==> src/bfsh_pkg.sv <==
// Shared types and constants for the single-hash Bloom filter.
// Used by bfsh_ctrl, bfsh_dpath and bloom_filter_single_hash; depends on nothing.
package bfsh_pkg;

	// Default size of the filter word store
	localparam int WORDS_DEFAULT = 1024;

	// Field and register widths
	localparam int KEY_W      = 32;
	localparam int CNT_W      = 32;
	localparam int CFG_W      = 11;
	localparam int S_DATA_W   = 32;
	localparam int M_DATA_W   = 40;
	localparam logic [CFG_W-1:0] NUM_WORDS_RST = 11'd1024;

	// Hash word split: upper bits select the word, low bits select the bit
	localparam int BIT_W      = 5;
	localparam int DVD_W      = 27;
	localparam int DIV_CNT_W  = 5;
	localparam logic [DIV_CNT_W-1:0] DIV_STEPS = 5'd27;

	// 32-bit MurmurHash3 constants
	localparam logic [31:0] MUR_C1    = 32'hcc9e2d51;
	localparam logic [31:0] MUR_C2    = 32'h1b873593;
	localparam logic [31:0] MUR_N     = 32'he6546b64;
	localparam logic [31:0] MUR_LEN   = 32'h00000004;
	localparam logic [31:0] MUR_F1    = 32'h85ebca6b;
	localparam logic [31:0] MUR_F2    = 32'hc2b2ae35;

	// Operation codes carried on s_tuser
	localparam logic FUNC_INSERT = 1'b0;
	localparam logic FUNC_QUERY  = 1'b1;

	// Controller states
	typedef enum logic [3:0] {
		ST_CLEAR,
		ST_IDLE,
		ST_MUL_K1,
		ST_MUL_K2,
		ST_BODY,
		ST_MUL_F1,
		ST_MUL_F2,
		ST_FIN,
		ST_DIV,
		ST_READ,
		ST_RESP
	} state_t;

	// Hash register operations
	typedef enum logic [2:0] {
		HOP_NONE,
		HOP_LOAD,
		HOP_MUL_K1,
		HOP_MUL_K2,
		HOP_BODY,
		HOP_MUL_F1,
		HOP_MUL_F2,
		HOP_FIN
	} hash_op_t;

	// Commands from controller to datapath
	typedef struct packed {
		hash_op_t hash_op;
		logic     clr_step;
		logic     div_step;
		logic     mem_read;
		logic     commit;
	} cmd_t;

	// Status from datapath to controller
	typedef struct packed {
		logic clr_last;
		logic div_last;
		logic out_free;
	} status_t;

endpackage

==> src/bfsh_ctrl.sv <==
// Controller state machine of the Bloom filter: sequences clear, hash,
// division, memory read and result commit. Depends on bfsh_pkg.
module bfsh_ctrl (
	input  logic              clk,
	input  logic              arst_n,
	input  logic              s_tvalid,
	output logic              s_tready,
	input  bfsh_pkg::status_t status,
	output bfsh_pkg::cmd_t    cmd
);

	bfsh_pkg::state_t state_q, state_nxt;

	// State register
	always_ff @(posedge clk or negedge arst_n) begin
		if (!arst_n) begin
			state_q <= bfsh_pkg::ST_CLEAR;
		end else begin
			state_q <= state_nxt;
		end
	end

	// Next state
	always_comb begin
		state_nxt = state_q;
		unique case (state_q)
			bfsh_pkg::ST_CLEAR: begin
				if (status.clr_last) state_nxt = bfsh_pkg::ST_IDLE;
			end
			bfsh_pkg::ST_IDLE: begin
				if (s_tvalid) state_nxt = bfsh_pkg::ST_MUL_K1;
			end
			bfsh_pkg::ST_MUL_K1: state_nxt = bfsh_pkg::ST_MUL_K2;
			bfsh_pkg::ST_MUL_K2: state_nxt = bfsh_pkg::ST_BODY;
			bfsh_pkg::ST_BODY:   state_nxt = bfsh_pkg::ST_MUL_F1;
			bfsh_pkg::ST_MUL_F1: state_nxt = bfsh_pkg::ST_MUL_F2;
			bfsh_pkg::ST_MUL_F2: state_nxt = bfsh_pkg::ST_FIN;
			bfsh_pkg::ST_FIN:    state_nxt = bfsh_pkg::ST_DIV;
			bfsh_pkg::ST_DIV: begin
				if (status.div_last) state_nxt = bfsh_pkg::ST_READ;
			end
			bfsh_pkg::ST_READ:   state_nxt = bfsh_pkg::ST_RESP;
			bfsh_pkg::ST_RESP: begin
				if (status.out_free) state_nxt = bfsh_pkg::ST_IDLE;
			end
			default:             state_nxt = bfsh_pkg::ST_CLEAR;
		endcase
	end

	// Command outputs
	always_comb begin
		s_tready     = 1'b0;
		cmd.hash_op  = bfsh_pkg::HOP_NONE;
		cmd.clr_step = 1'b0;
		cmd.div_step = 1'b0;
		cmd.mem_read = 1'b0;
		cmd.commit   = 1'b0;
		unique case (state_q)
			bfsh_pkg::ST_CLEAR:  cmd.clr_step = 1'b1;
			bfsh_pkg::ST_IDLE: begin
				s_tready = 1'b1;
				if (s_tvalid) cmd.hash_op = bfsh_pkg::HOP_LOAD;
			end
			bfsh_pkg::ST_MUL_K1: cmd.hash_op = bfsh_pkg::HOP_MUL_K1;
			bfsh_pkg::ST_MUL_K2: cmd.hash_op = bfsh_pkg::HOP_MUL_K2;
			bfsh_pkg::ST_BODY:   cmd.hash_op = bfsh_pkg::HOP_BODY;
			bfsh_pkg::ST_MUL_F1: cmd.hash_op = bfsh_pkg::HOP_MUL_F1;
			bfsh_pkg::ST_MUL_F2: cmd.hash_op = bfsh_pkg::HOP_MUL_F2;
			bfsh_pkg::ST_FIN:    cmd.hash_op = bfsh_pkg::HOP_FIN;
			bfsh_pkg::ST_DIV:    cmd.div_step = 1'b1;
			bfsh_pkg::ST_READ:   cmd.mem_read = 1'b1;
			bfsh_pkg::ST_RESP:   cmd.commit = status.out_free;
			default: ;
		endcase
	end

endmodule

==> config.mk <==
export PLATFORM = sky130hd
export DESIGN_NAME = bfsh_ctrl
export DESIGN_NICKNAME = d
export VERILOG_FILES = /design/src/bfsh_pkg.sv /design/src/bfsh_ctrl.sv
export SDC_FILE = /design/constraint.sdc
export NUM_CORES = 1
export LEC_CHECK = 0
export CAP_MARGIN = 10
export CORE_AREA = 10 10 47 49
export CTS_BUF_LIST = sky130_fd_sc_hd__clkbuf_2 sky130_fd_sc_hd__clkbuf_4 sky130_fd_sc_hd__clkbuf_8
export DETAILED_ROUTE_END_ITERATION = 8
export DIE_AREA = 0 0 57 59
export DONT_BUFFER_PORTS = 1
export PLACE_DENSITY = 0.48
export SYNTH_ARGS = -nofsm -noshare
export SYNTH_HDL_FRONTEND = slang
export SYNTH_SLANG_ARGS = --single-unit
==> constraint.sdc <==
create_clock -name clk -period 2.25 [get_ports clk]
set_input_delay 0.3375 -clock clk [delete_from_list [all_inputs] [get_ports clk]]
set_output_delay 0.3375 -clock clk [all_outputs]
set_load 0.02 [all_outputs]
==> impl_metrics.tcl <==
set metrics [dict create \
    rsz0062_at_grt "false" \
    layout-drive-gt1-share_pct 19.0 \
    routed_wl_um 865 \
    hold_viol 0 \
    leakage_uw 0.000150 \
    power_uw 698 \
    end_kind "output port" \
    wl_met3_um 90 \
    tightest_slew_ns 0.638 \
    wire_per_inst_um 14.9 \
    syn_area_per_cell_sq_um 8.26 \
    max_freq_mhz 538 \
    vias 285 \
    relSlewSlack_pct 57.1 \
    syn-num-nets 46 \
    synth.distinct_cells 21 \
    dp_cells 54 \
    drv_slew 0 \
    port_buffers 0 \
    synth_top_area_share_pct 30.3 \
    clk_latency_ns 0.24 \
    top_regs "state_q x4" \
    grt_pass1_vias 257 \
    p_per_area_nw_per_um2 1890 \
    grt_pass1_wl_um 1350 \
    cts_resized 0 \
    ys_async_sr_fraction_pct 100 \
    dpl_worst_slack_ns 0.655 \
    synth_ff_type "dfrtp_1" \
    ios 14 \
    worstSetupPathType "reg -> out" \
    period_minus_slack_ns 1.86 \
    diodes 0 \
    ys_seq_elements 4 \
    fin_cells 58 \
    track_usage_pct 5.18 \
    cts.sinks 4 \
    fin_setup_tns_ns 0 \
    grt-ovfl-total 0 \
    finClkSkew_ns 0.00531 \
    synth_edf_count 0 \
    grt_max_degree 13 \
    path_cells "nand2b_1 > nor2_1 > nand2_1 > nor2_1" \
    coreArea_sq_um 1400 \
    min-delay-path-class "in -> reg" \
    worst_hold_slack_ns 0.209 \
    largest_register_ffs 4 \
    rrSetupSlack_ns 0.67 \
    die_w_um 57 \
    yosysWarnings 0 \
    yosys.area.top_type "dfrtp_1" \
    cts_tree "done" \
    clockBufferDepth 2 \
    syn_to_final_growth_pct 11.7 \
    clkTransAtPathRegs_ns 0.04 \
    arrival_ns 1.52 \
    cp.required_ns 1.91 \
    topRoutingLayerUsed "met3" \
    start_util_pct 23.6 \
    ant_nets 0 \
    crit_fanout 12 \
    cp_slowest_cell "dfrtp_1" \
    startpoint_type "register" \
    vdd_drop_max_uv 582 \
    drtIter0Drc 4 \
    dpl.hpwl_um 625 \
    top_register "state_q" \
    drc 0 \
    synth_area_leaders "dfrtp_1, nor2_1, nor3_1" \
    status "completed" \
    antenna_found_initial 0 \
    syn_area_sq_um 330 \
    cts_setup_buffers 0 \
    wl_met1_um 381 \
    timing.final.crit_share_pct 82.7 \
    gp_congestion 0.770 \
    worst_path_most_repeated_cell "nor2_1" \
    setup_viol 0 \
    drtPass1Iterations 4 \
    synth_cells 40 \
    htreeDepth 1 \
    die_h_um 59 \
    yosysSeqAreaShare_pct 30.3 \
    cap_violations 0 \
    wl_met2_um 392 \
    crit_path_max_incr_delay_ns 0.57 \
    worst_slack_ns 0.390 \
    n_fill_cell 157 \
    root_buffer "clkbuf_4" \
    numCtsBuffers 3 \
    viasPerCell 4.91 \
    nets 50 \
    hold_buffers 1 \
    row_count 14 \
    die-area_sq_um 3360 \
]
## worst paths after layout
check,from,to,depth (start not counted)
setup / recovery,state_q[3]$_DFFE_PN0P_,cmd[0],4
hold / removal,status[0],state_q[1]$_DFFE_PN0P_,1
setup reg to reg,state_q[3]$_DFFE_PN0P_,state_q[0]$_DFFE_PN0P_,4
hold reg to reg,state_q[2]$_DFFE_PN0P_,state_q[3]$_DFFE_PN0P_,2
max in group asynchronous,arst_n,state_q[2]$_DFFE_PN0P_,1
min in group asynchronous,arst_n,state_q[3]$_DFFE_PN0P_,1
## layout make-up
class	count	area (sq um)	area share (%)
inverter	1	3.75	1.02
clock buffer	3	22.5	6.10
timing repair buffer	3	25.0	6.78
sequential	4	100	27.1
tap	16	20.0	5.42
multi-input combinational	31	198	53.6
## cells by family (layout without fill, tap and decap cells)
group | count (synthesis) | count (layout) | share of synthesized area (%)
buffers and inverters | 5 | 7 | 9.85
xor gates and xnor gates | 2 | 2 | 5.30
muxes | 1 | 1 | 3.41
and+or+nand+nor | 20 | 20 | 29.5
AOI/OAI and AO/OA | 8 | 8 | 21.6
DFF | 4 | 4 | 30.3
## report_power, final
group,switching (uW),total [uW],internal [uW]
registers,115,226,111
logic,206,380,173
clock network,32.4,92.3,59.9
## through the flow
step / utilization, % / instance area, sq um
2_1_floorplan: - / 330
3_3_place_gp: 24.0 / 337
3_5_place_dp: 24.0 / 337
4_1_cts: 26.3 / 369
5_1_grt: 26.3 / 369
6_report: 26.3 / 369
## layout by cell type (no fill, tap or decap)
master / instances
or2_4: 1
buf_4: 2
o22ai_1: 2
dlygate4sd3_1: 1
nor3_1: 4
o32ai_2: 1
dfrtp_1: 4
nand2_1: 3
inv_1: 1
o22a_1: 1
nor2_1: 7
a2bb2oi_2: 1
o21a_1: 1
xor2_1: 1
mux2_1: 1
a21oi_1: 1
nor2b_1: 2
a31oi_1: 1
xnor2_1: 1
clkbuf_4: 3
nand2b_1: 3
## routing by layer
metal	GRT usage [%]	vias up
met5	0	-
met4	3.02	0
met3	3.86	0
met2	6.67	8
li1	-	144
met1	5.92	133
## critical path, delay by kind of cell (launching register included)
kind | cells | cell delay [ns]
simple gates | 4 | 0.71
flops | 1 | 0.57
## cell usage after synthesis (all sizes together) (2+ instances only)
master	n
nand2	3
nor2b	2
nand2b	3
nor2	7
dfrtp	4
o22ai	2
nor3	4
buf	4
(Power assumes the default switching activity.)
